--- config.mk ---
export PLATFORM = sky130hd
export DESIGN_NAME = round_robin_sleep_scheduler
export DESIGN_NICKNAME = d
export VERILOG_FILES = /design/src/rtl/core/rrss_pkg.sv /design/src/rtl/core/rrss_cell.sv /design/src/rtl/core/rrss_sleep_chain.sv /design/src/rtl/core/round_robin_sleep_scheduler.sv
export SDC_FILE = /design/constraint.sdc
export NUM_CORES = 2
export LEC_CHECK = 0
export ABC_AREA = 1
export BUFFER_PORTS_ARGS = -buffer_cell sky130_fd_sc_hd__buf_2
export CAP_MARGIN = 30
export CELL_PAD_IN_SITES_DETAIL_PLACEMENT = 0
export CELL_PAD_IN_SITES_GLOBAL_PLACEMENT = 1
export CORE_MARGIN = 5
export CORE_UTILIZATION = 29
export CTS_CLUSTER_SIZE = 14
export DETAILED_ROUTE_END_ITERATION = 10
export GPL_TIMING_DRIVEN = 0
export PLACE_DENSITY_LB_ADDON = 0.15
export SLEW_MARGIN = 20
export SYNTH_ARGS = -nofsm -noshare
export SYNTH_HDL_FRONTEND = slang
export SYNTH_SLANG_ARGS = --single-unit
--- constraint.sdc ---
create_clock -name clk -period 7.9 [get_ports clk]
set_input_delay 0.395 -clock clk [delete_from_list [all_inputs] [get_ports clk]]
set_output_delay 0.395 -clock clk [all_outputs]
set_load 0.02 [all_outputs]
--- src/rtl/core/rrss_pkg.sv ---
// Shared constants and types for the round-robin sleep scheduler.
package rrss_pkg;

  localparam int MAX_TASKS_DEF = 16;
  localparam int TIME_BITS_DEF = 32;

  localparam logic [2:0] KIND_CREATE  = 3'd0;
  localparam logic [2:0] KIND_SLEEP   = 3'd1;
  localparam logic [2:0] KIND_EXIT    = 3'd2;
  localparam logic [2:0] KIND_PREEMPT = 3'd3;
  localparam logic [2:0] KIND_TICK    = 3'd4;

  localparam logic [1:0] STATUS_OK       = 2'd0;
  localparam logic [1:0] STATUS_FULL     = 2'd1;
  localparam logic [1:0] STATUS_NO_READY = 2'd2;
  localparam logic [1:0] STATUS_NO_RUN   = 2'd3;

  typedef struct packed {
    logic ins;
    logic pop;
  } cell_ctl_t;

endpackage

--- src/rtl/core/rrss_cell.sv ---
// One cell of the sorted sleep row: holds one sleeper and trades it with its neighbors.
module rrss_cell import rrss_pkg::*; #(
  parameter int PW = 4,
  parameter int TW = 32
) (
  input  logic          clk,
  input  logic          rst,
  input  cell_ctl_t     ctl,
  input  logic [PW-1:0] new_pid,
  input  logic [TW-1:0] new_time,
  input  logic          prev_valid,
  input  logic          prev_after,
  input  logic [PW-1:0] prev_pid,
  input  logic [TW-1:0] prev_time,
  input  logic          next_valid,
  input  logic [PW-1:0] next_pid,
  input  logic [TW-1:0] next_time,
  output logic          valid,
  output logic          after,
  output logic [PW-1:0] pid,
  output logic [TW-1:0] wt
);

  assign after = valid && (wt <= new_time);

  always_ff @(posedge clk) begin
    if (rst) begin
      valid <= 1'b0;
    end else if (ctl.ins && !after) begin
      if (prev_after) begin
        valid <= 1'b1;
        pid   <= new_pid;
        wt    <= new_time;
      end else begin
        valid <= prev_valid;
        pid   <= prev_pid;
        wt    <= prev_time;
      end
    end else if (ctl.pop) begin
      valid <= next_valid;
      pid   <= next_pid;
      wt    <= next_time;
    end
  end

endmodule

--- src/rtl/core/rrss_sleep_chain.sv ---
// Row of sleep cells kept in wake-time order, with sorted insertion and pop at the head.
module rrss_sleep_chain import rrss_pkg::*; #(
  parameter int MAX_TASKS = MAX_TASKS_DEF,
  parameter int PW = 4,
  parameter int TW = TIME_BITS_DEF
) (
  input  logic          clk,
  input  logic          rst,
  input  cell_ctl_t     ctl,
  input  logic [PW-1:0] new_pid,
  input  logic [TW-1:0] new_time,
  output logic          head_valid,
  output logic [PW-1:0] head_pid,
  output logic [TW-1:0] head_time
);

  logic          v     [MAX_TASKS];
  logic          aft   [MAX_TASKS];
  logic [PW-1:0] p     [MAX_TASKS];
  logic [TW-1:0] t     [MAX_TASKS];
  cell_ctl_t     gated;

  assign gated.ins = ctl.ins && !v[MAX_TASKS-1];
  assign gated.pop = ctl.pop;

  for (genvar i = 0; i < MAX_TASKS; i++) begin : g_cell
    logic          pv, pa, nv;
    logic [PW-1:0] pp, np;
    logic [TW-1:0] pt, nt;
    if (i == 0) begin : g_first
      assign pv = 1'b1;
      assign pa = 1'b1;
      assign pp = new_pid;
      assign pt = new_time;
    end else begin : g_mid
      assign pv = v[i-1];
      assign pa = aft[i-1];
      assign pp = p[i-1];
      assign pt = t[i-1];
    end
    if (i == MAX_TASKS - 1) begin : g_last
      assign nv = 1'b0;
      assign np = '0;
      assign nt = '0;
    end else begin : g_inner
      assign nv = v[i+1];
      assign np = p[i+1];
      assign nt = t[i+1];
    end
    rrss_cell #(.PW(PW), .TW(TW)) u_cell (
      .clk(clk), .rst(rst), .ctl(gated), .new_pid(new_pid), .new_time(new_time),
      .prev_valid(pv), .prev_after(pa), .prev_pid(pp), .prev_time(pt),
      .next_valid(nv), .next_pid(np), .next_time(nt),
      .valid(v[i]), .after(aft[i]), .pid(p[i]), .wt(t[i])
    );
  end

  assign head_valid = v[0];
  assign head_pid   = p[0];
  assign head_time  = t[0];

endmodule

--- src/rtl/core/round_robin_sleep_scheduler.sv ---
// Top level of the round-robin task scheduler with a timed sleep queue.
// One item is taken at a time. Create, tick, unknown kinds and rejected sleep, exit or
// preempt items go from acceptance straight to the finish state, which registers their
// result. Accepted sleep, exit and preempt items first pass a wake state and a switch
// state before the finish state; the wake walk pops one sleeper per cycle from the head
// of the sorted cell row while its head is due. A sleep insertion into that row finishes
// in the accept cycle. The result sits in an output register, so the next item is accepted
// while it waits to be taken, but that item cannot finish until the waiting result has left.
module round_robin_sleep_scheduler import rrss_pkg::*; #(
  parameter int MAX_TASKS = MAX_TASKS_DEF,
  parameter int TIME_BITS = TIME_BITS_DEF
) (
  input  logic        clk,
  input  logic        rst,
  input  logic        in_valid,
  output logic        in_ready,
  input  logic [2:0]  kind,
  input  logic [15:0] sleep_seconds,
  output logic        out_valid,
  input  logic        out_ready,
  output logic [3:0]  running_pid,
  output logic        running_valid,
  output logic        switched,
  output logic [3:0]  previous_pid,
  output logic [3:0]  created_pid,
  output logic [4:0]  woken_count,
  output logic [1:0]  status
);

  localparam int PW = $clog2(MAX_TASKS);
  localparam int TW = TIME_BITS;
  localparam logic [PW:0] MAXV = (PW+1)'(MAX_TASKS);

  typedef enum logic [1:0] {S_IDLE, S_WAKE, S_SWITCH, S_FIN} state_t;

  state_t        state;
  logic [PW-1:0] cur_pid;
  logic          cur_valid, cur_run;
  logic [PW:0]   nfp;
  logic [TW-1:0] secs_now;
  logic [PW-1:0] rhead;
  logic [PW:0]   rcount;
  logic [PW-1:0] ring [MAX_TASKS];
  logic [PW-1:0] head_data;

  logic          ev_switched;
  logic [PW-1:0] ev_prev, ev_created;
  logic [PW:0]   ev_woken;
  logic [1:0]    ev_status;

  logic          ring_we;
  logic [PW-1:0] ring_wdata, tail, hnext;
  logic [PW:0]   tail_sum, head_sum;
  cell_ctl_t     ctl;
  logic          head_valid, due, room;
  logic [PW-1:0] head_pid;
  logic [TW-1:0] head_time, wake;
  logic [TW+15:0] secs_ext;
  logic [PW+3:0] cur_ext, prev_ext, created_ext;
  logic [PW+5:0] woken_ext;

  assign in_ready = (state == S_IDLE);
  assign secs_ext = {{TW{1'b0}}, sleep_seconds};
  assign wake     = secs_now + secs_ext[TW-1:0];
  assign due      = head_valid && (secs_now >= head_time);
  assign room     = (rcount < MAXV);
  assign tail_sum = {1'b0, rhead} + rcount;
  assign tail     = (tail_sum >= MAXV) ? PW'(tail_sum - MAXV) : tail_sum[PW-1:0];
  assign head_sum = {1'b0, rhead} + (PW+1)'(1);
  assign hnext    = (head_sum >= MAXV) ? PW'(head_sum - MAXV) : head_sum[PW-1:0];

  assign cur_ext     = {4'b0, cur_pid};
  assign prev_ext    = {4'b0, ev_prev};
  assign created_ext = {4'b0, ev_created};
  assign woken_ext   = {5'b0, ev_woken};

  always_comb begin
    ring_we    = 1'b0;
    ring_wdata = cur_pid;
    ctl        = '0;
    case (state)
      S_IDLE: begin
        if (in_valid) begin
          if (kind == KIND_CREATE && nfp < MAXV && cur_valid && room) begin
            ring_we    = 1'b1;
            ring_wdata = nfp[PW-1:0];
          end
          if (kind == KIND_SLEEP && cur_valid && cur_run) begin
            ctl.ins = 1'b1;
          end
        end
      end
      S_WAKE: begin
        if (due) begin
          ctl.pop    = 1'b1;
          ring_we    = room;
          ring_wdata = head_pid;
        end
      end
      S_SWITCH: begin
        ring_we = (rcount != '0) && cur_run && room;
      end
      default: begin
      end
    endcase
  end

  rrss_sleep_chain #(.MAX_TASKS(MAX_TASKS), .PW(PW), .TW(TW)) u_chain (
    .clk(clk), .rst(rst), .ctl(ctl), .new_pid(cur_pid), .new_time(wake),
    .head_valid(head_valid), .head_pid(head_pid), .head_time(head_time)
  );

  always_ff @(posedge clk) begin
    if (ring_we) begin
      ring[tail] <= ring_wdata;
    end
    head_data <= ring[rhead];
  end

  always_ff @(posedge clk) begin
    if (rst) begin
      state     <= S_IDLE;
      cur_pid   <= '0;
      cur_valid <= 1'b0;
      cur_run   <= 1'b0;
      nfp       <= '0;
      secs_now  <= '0;
      rhead     <= '0;
      rcount    <= '0;
      out_valid <= 1'b0;
    end else begin
      if (out_valid && out_ready && state != S_FIN) begin
        out_valid <= 1'b0;
      end
      case (state)
        S_IDLE: begin
          if (in_valid) begin
            ev_switched <= 1'b0;
            ev_prev     <= '0;
            ev_woken    <= '0;
            case (kind)
              KIND_CREATE: begin
                state <= S_FIN;
                if (nfp >= MAXV) begin
                  ev_status  <= STATUS_FULL;
                  ev_created <= '0;
                end else begin
                  ev_status  <= STATUS_OK;
                  ev_created <= nfp[PW-1:0];
                  nfp        <= nfp + (PW+1)'(1);
                  if (!cur_valid) begin
                    cur_pid   <= nfp[PW-1:0];
                    cur_valid <= 1'b1;
                    cur_run   <= 1'b1;
                  end else if (room) begin
                    rcount <= rcount + (PW+1)'(1);
                  end
                end
              end
              KIND_SLEEP, KIND_EXIT: begin
                ev_created <= '0;
                if (!(cur_valid && cur_run)) begin
                  ev_status <= STATUS_NO_RUN;
                  state     <= S_FIN;
                end else begin
                  ev_status <= STATUS_OK;
                  cur_run   <= 1'b0;
                  state     <= S_WAKE;
                end
              end
              KIND_PREEMPT: begin
                ev_created <= '0;
                if (!cur_valid) begin
                  ev_status <= STATUS_NO_RUN;
                  state     <= S_FIN;
                end else begin
                  ev_status <= STATUS_OK;
                  state     <= S_WAKE;
                end
              end
              KIND_TICK: begin
                ev_created <= '0;
                ev_status  <= STATUS_OK;
                state      <= S_FIN;
                secs_now   <= secs_now + TW'(1);
              end
              default: begin
                ev_created <= '0;
                ev_status  <= STATUS_OK;
                state      <= S_FIN;
              end
            endcase
          end
        end
        S_WAKE: begin
          if (due) begin
            ev_woken <= ev_woken + (PW+1)'(1);
            if (room) begin
              rcount <= rcount + (PW+1)'(1);
            end
          end else begin
            state <= S_SWITCH;
          end
        end
        S_SWITCH: begin
          if (rcount == '0) begin
            ev_status <= STATUS_NO_READY;
          end else begin
            ev_prev     <= cur_pid;
            ev_switched <= 1'b1;
            cur_pid     <= head_data;
            cur_run     <= 1'b1;
            rhead       <= hnext;
            rcount      <= rcount + (PW+1)'(cur_run && room) - (PW+1)'(1);
          end
          state <= S_FIN;
        end
        S_FIN: begin
          if (!out_valid || out_ready) begin
            out_valid     <= 1'b1;
            running_pid   <= cur_ext[3:0];
            running_valid <= cur_valid && cur_run;
            switched      <= ev_switched;
            previous_pid  <= prev_ext[3:0];
            created_pid   <= created_ext[3:0];
            woken_count   <= woken_ext[4:0];
            status        <= ev_status;
            state         <= S_IDLE;
          end
        end
        default: begin
          state <= S_IDLE;
        end
      endcase
    end
  end

endmodule

After elaboration in Yosys (flattened, before gate mapping)
Memory sizes are Yosys's and may differ from the RTL's. A register that Yosys moved wholly into a read port is not among the register bits.
Cells that the tools add are included.
Cells by class
  equal/unequal tests: 22
  $lt $le $gt $ge: 22
  muxes and demuxes: 204
  add/subtract/negate cells: 11
  bitwise logic cells: 4
  reduce and logical (&&, ||, !) cells: 117
Operators with widths (number)
  2-to-1 mux 32 bit: 47
  less-or-equal comparator 32 bit: 16
  2-to-1 mux 4 bit: 59
  2-to-1 mux 1 bit: 67
  logical AND 1 bit: 45
  2-to-1 mux 5 bit: 9
  nonzero test 2 bit: 18
  AND reduction 2 bit: 17
  adder 32 x 1 -> 32 bit, second input constant: 1
  adder 32 x 16 -> 32 bit: 1
  greater-or-equal comparator 32 bit: 1
  case mux 4 bit (2 select lines): 3
  logical NOT 1 bit: 18
  2-to-1 mux 2 bit: 9
  inequality test 2 bit, second input constant: 9
  AND reduction 4 bit: 4
  adder 5 x 1 -> 5 bit, second input constant: 3
  greater-or-equal comparator 5 bit, second input constant: 3
  case mux 5 bit (3 select lines): 1
  AND reduction 7 bit: 2
  AND reduction 3 bit: 4
  < comparator 5 bit, second input constant: 2
  case mux 5 bit (2 select lines): 1
  inequality test 3 bit, second input constant: 3
  26 further kinds: 37
Storage, ports and cells
  bits in registers: 684
  RAM bits: 64
  memories kept: 1
  output and inout bits: 23
Memory list
  ring: words 16, bits a word 4, rd ports 1, clocked after memory_dff 1, wr ports 1, line round_robin_sleep_scheduler.sv:43  | logic [PW-1:0] ring [MAX_TASKS];

Logic depth before layout (Yosys ltp)
  depth in word-level cells: 10
  gate-level depth with buffers: 33
  gate-level depth less buffers: 31

By module
A second synthesis with hierarchy kept.
Unflattened totals
  cells, all modules: 6645
  area total of the unflattened synthesis: 52960.8 µm²
Modules (own cells, without submodules)
  rrss_cell: area each 2741.4 µm², times used 16, cells an instance 349, seq. area each 1101.1 µm²
  round_robin_sleep_scheduler: area each 9081.2 µm², times used 1, cells an instance 1057, seq. area each 4214.0 µm²
  rrss_sleep_chain: area each 17.5 µm², times used 1, cells an instance 4, seq. area each 0.0 µm²

Worst setup path after synthesis
OpenSTA, ideal clock, no wires.
  kind: input to register
  start point: input sleep_seconds[2]
  end point: register u_chain.g_cell[12].u_cell.pid[0], enable pin
  path slack: 0.978 ns
  arrival time: 6.481 ns
  stages: 26
  buffers on the path: 3
  setup time: 0.441 ns
  data required time: 7.459 ns
  cells stage by stage: ha_1 > nand3_1 > nand2_1 > a21oi_1 > o21ai_1 > a21oi_1 > o21ai_1 > nand2_1 > nor2_1 > nand2_1 > xor2_1 > clkbuf_1 > ha_1 > nand2_1 > or4_1 > nor3_1 > nand4_1 > a21oi_1 > nor2_1 > nand2_1 > nand2_1 > nand2_2 > nand2_1 > buf_2 > buf_2 > a21oi_1
On the way
  word-level cells in the longest chain between the ends: 7
RTL lines
  start: declaration: line round_robin_sleep_scheduler.sv:18  | input logic [15:0] sleep_seconds,
  adder 32 x 16 -> 32 bit: line round_robin_sleep_scheduler.sv:64  | assign wake = secs_now + secs_ext[TW-1:0];
  less-or-equal comparator 32 bit: line rrss_cell.sv:24  | assign after = valid && (wt <= new_time);
  logical AND 1 bit: line rrss_cell.sv:24
  logical NOT 1 bit: line rrss_cell.sv:29  | end else if (ctl.ins && !after) begin
  logical AND 1 bit: line rrss_cell.sv:29
  nonzero test 2 bit (no source line)
  AND reduction 2 bit (no source line)
  end signal: assignment: line rrss_cell.sv:32  | pid <= new_pid;
  end signal: assignment: line rrss_cell.sv:36  | pid <= prev_pid;
  end signal: assignment: line rrss_cell.sv:41  | pid <= next_pid;
  end: declaration: line rrss_cell.sv:20  | output logic [PW-1:0] pid,
Every way passes these cells.
A chain may end at the register's enable or synchronous reset.

Final worst setup path
  start point: register secs_now[2]
  end point: register u_chain.g_cell[12].u_cell.wt[5], enable pin
On the way
  word-level cells in the longest chain between the ends: 7
  elaborated cells between the ends (all ways): 11
RTL lines
  start: declaration: line round_robin_sleep_scheduler.sv:40  | logic [TW-1:0] secs_now;
  start signal: assignment: line round_robin_sleep_scheduler.sv:185  | secs_now <= secs_now + TW'(1);
  adder 32 x 16 -> 32 bit: line round_robin_sleep_scheduler.sv:64
  less-or-equal comparator 32 bit: line rrss_cell.sv:24
  logical AND 1 bit: line rrss_cell.sv:24
  logical NOT 1 bit: line rrss_cell.sv:29
  logical AND 1 bit: line rrss_cell.sv:29
  nonzero test 2 bit (no source line) (*)
  AND reduction 2 bit (no source line) (*)
  end signal: assignment: line rrss_cell.sv:33  | wt <= new_time;
  end signal: assignment: line rrss_cell.sv:37  | wt <= prev_time;
  end signal: assignment: line rrss_cell.sv:42  | wt <= next_time;
  end: declaration: line rrss_cell.sv:21  | output logic [TW-1:0] wt
Mark *: on every way between the ends. The rest lies on a longest branch, timed or not.

==> run summary <==
Critical Path RT: 8410 ps
Status: finished, final reports clean
Vias in the first global route: 45.44k
Ys async rst share: 0
Worst Clk Skew: 48.73 ps
TritonRoute pass-1 iters: 5
Number of flops mapped to enable cells by yosys: 677
Critical Path Start Type: register
Max-cap violations: 0
Rows: 153
FF+latch count, synth: 752
Final hold slack: 211.2 ps
Final Non-Filler Cells: 8969
Ys Warns: 0
Starting Density: 0.2919
Clock transition at path regs: 60 ps
Setup ws final: 309.2 ps
Via count: 46.64k
Fill cell count: 18.61k
Actual slew at the worst max-slew pin: 1002 ps
Prevailing post-synth register cell: edfxtp_1
Mapped Nets: 6879
Post-Synthesis Cells: 6325
PortBufs: 44
Post-Syn Area: 50860 µm²
FMAX: 0.1317 GHz
Leakage: 25.25 nW
Cell count after placement: 8759
Final #Nets: 7109
Critical path fanouts, max: 24
Netlist cell types: 57
Die Y: 428.8 µm
WL/cell: 26.28 µm
Layout cells sized above 1: 0.08784
First-pass GRT wire length: 329800 µm
Final period util: 0.9609
H-tree depth: 3
Largest net degree at the start of global routing: 32
Post-DP HPWL: 179400 µm
CORE AREA: 174200 µm²
Final Slew Violations: 0
WP data arrival: 8100 ps
Pwr Total: 0.01074 W
Global route total overflow: 0
Initial antenna violation count: 30
Post-DR vias/cell: 5.200
Total Wirelength: 235700 µm
DIE AREA: 183800 µm²
Worst VDD drop: 0.1477 mV
Antenna Violating Nets Remaining: 0
CTS tree: yes
CP Capture Type: register
DR DRC count: 0
Finished Cell Area: 59530 µm²
Slew margin rel.: 0.3309
Total GRT Usage: 0.2477
Crit path kind: register to register
TritonCTS Buffers: 100
Cell Area, Placed: 55920 µm²
Post-synthesis sequential area ratio: 0.4293
I/O pins: 46
Root Driver: clkbuf_16
Max Root-Sink Buffers: 3
Die X: 428.8 µm
Clock Latency Late Sink: 760 ps
Worst slack, placed: -255.8 ps
Final GP Congestion: 0.8963
Clock sinks: 752
Area Overhead vs Synth: 17.06%
Hold Path Class: input port to register
PwrDens: 180.4 nW/µm²
Clock period minus worst slack: 7591 ps
Mean Syn Cell Area: 8.041 µm²
Initial DRC count: 4621
Final Hold Fails: 0
Setup Viol. Count Final: 0
-- final timing paths --
| path | start | to | slack [ps] | cells past startpoint |
|---|---|---|---|---|
| setup / recovery | secs_now[2] | u_chain.g_cell[12].u_cell.wt[5] | 310 | 22 |
| hold / removal | kind[0] | ev_status[1] | 210 | 5 |
| setup reg to reg | secs_now[2] | u_chain.g_cell[12].u_cell.wt[5] | 310 | 22 |
| hold reg to reg | ev_prev[0] | previous_pid[0] | 420 | 0 |
-- flip-flops by register name, summed over array words and instances, names as in the netlist, 4 cells and up --
name and count:
ring 64, woken_count 5, ev_created 4, cur_pid 4, rhead 4, created_pid 4
nfp 5, head_data 4, rcount 5, ev_prev 4, u_chain.g_cell.u_cell.valid 16, running_pid 4
ev_woken 5, previous_pid 4, secs_now 32, u_chain.g_cell.u_cell.wt 512, u_chain.g_cell.u_cell.pid 64
-- Yosys cell counts (8+ instances only) --
master,count,area (µm²)
a211oi_1,44,330.3
a21o_1,16,120.1
a21oi_1,380,1902
a31oi_1,8,50.05
buf_2,97,485.5
buf_4,39,292.8
buf_6,19,214.0
clkbuf_1,129,484.2
dfxtp_1,75,1501
edfxtp_1,677,20330
ha_1,529,6619
inv_1,496,1862
inv_2,12,45.04
nand2_1,1963,7368
nand2_2,15,93.84
nand3_1,128,640.6
nand3b_1,21,157.7
nand4_1,90,563.0
nor2_1,649,2436
nor3_1,63,315.3
nor4_1,18,112.6
o211ai_1,20,150.1
o21a_1,10,75.07
o21ai_0,522,2613
o21ai_1,142,710.7
o221ai_1,40,350.3
o22ai_1,15,93.84
xnor2_1,8,70.07
xor2_1,30,262.8
-- what timing repair did --
action / CTS / global route
gates resized for setup: 2 / 6
pin swaps: 0 / 4
endpoints found under the hold margin: 1 / 0
setup endpoints to repair: 78 / 312
hold buffers: 1 / 0
setup buffers: 0 / 20
-- final cells by class --
cell class,instances,area (µm²),share of cell area
clock inverters,60,735.7,0.01236
inverters,509,1917,0.03220
repair buffers,130,1739,0.02921
clock buffers,124,2644,0.04441
well taps,2325,2909,0.04886
diodes,7,17.52,0.0002942
flip-flops and latches,752,21830,0.3667
multi-input cells,4771,26140,0.4390
plain buffers,291,1603,0.02692
-- critical path: stages, from the launching register on --
cell and delay [ps]:
dfxtp_1 340, ha_1 420, nand3_1 110, nand2_1 150, a21oi_1 140, o21ai_1 400
a21oi_1 210, o21ai_0 400, xor2_2 690, inv_1 550, clkbuf_4 610, ha_1 480
nand2_1 70, or4_1 510, nor4_1 710, nand3_1 140, nand2_1 140, nand2_2 150
nand2_1 110, buf_2 290, buf_2 320, a21oi_4 130, buf_16 230
-- routing by layer --
metal | up-vias | wire, µm | track usage
li1 | 21950 | - | -
met2 | 1500 | 110900 | 0.4157
met5 | - | 39 | 0
met1 | 22820 | 102200 | 0.3263
met3 | 358 | 13860 | 0.03514
met4 | 6 | 8685 | 0.08727
-- placed cells by master (no fill, tap or decap), drive strengths merged, types with 30 or more instances in the layout --
cell    netlist  final
nand2      1982   1982
edfxtp      677    677
o21ai       664    664
nor2        662    662
ha          529    529
inv         509    512
a21oi       381    381
buf         162    290
clkbuf      131    254
nand3       129    129
nand4        90     90
dfxtp        75     75
nor3         66     66
a211oi       44     44
o221ai       40     40
clkinv        0     39
xor2         30     30
-- logic make-up (layout without fill, tap and decap cells) --
kind of cell / after synthesis / count (layout) / share of synthesized area
flip-flops: 752 / 752 / 0.4293
other: 0 / 7 / 0
AND/OR/NAND/NOR: 2987 / 2987 / 0.2373
buffers and inverters: 802 / 1114 / 0.06736
XOR/XNOR: 38 / 38 / 0.006544
AO/OA/AOI/OAI: 1215 / 1215 / 0.1286
adder cells (fa/ha/maj): 531 / 531 / 0.1309
-- stage by stage --
step                setup TNS [ps]    util
floorplan                        0       -
global placement          -3228010  0.3099
detailed placement          -16970  0.3210
CTS                              0  0.3404
global route                -35.99  0.3417
finish                           0  0.3417
-- report_power, final --
group | internal (W) | switching (W) | total (W) | leakage (nW)
Combinational | 0.000342 | 0.000992 | 0.00133 | 16.9
Clock | 0.00281 | 0.00203 | 0.00485 | 1.64
Sequential | 0.00446 | 0.000102 | 0.00456 | 6.72
(Power assumes the default switching activity.)
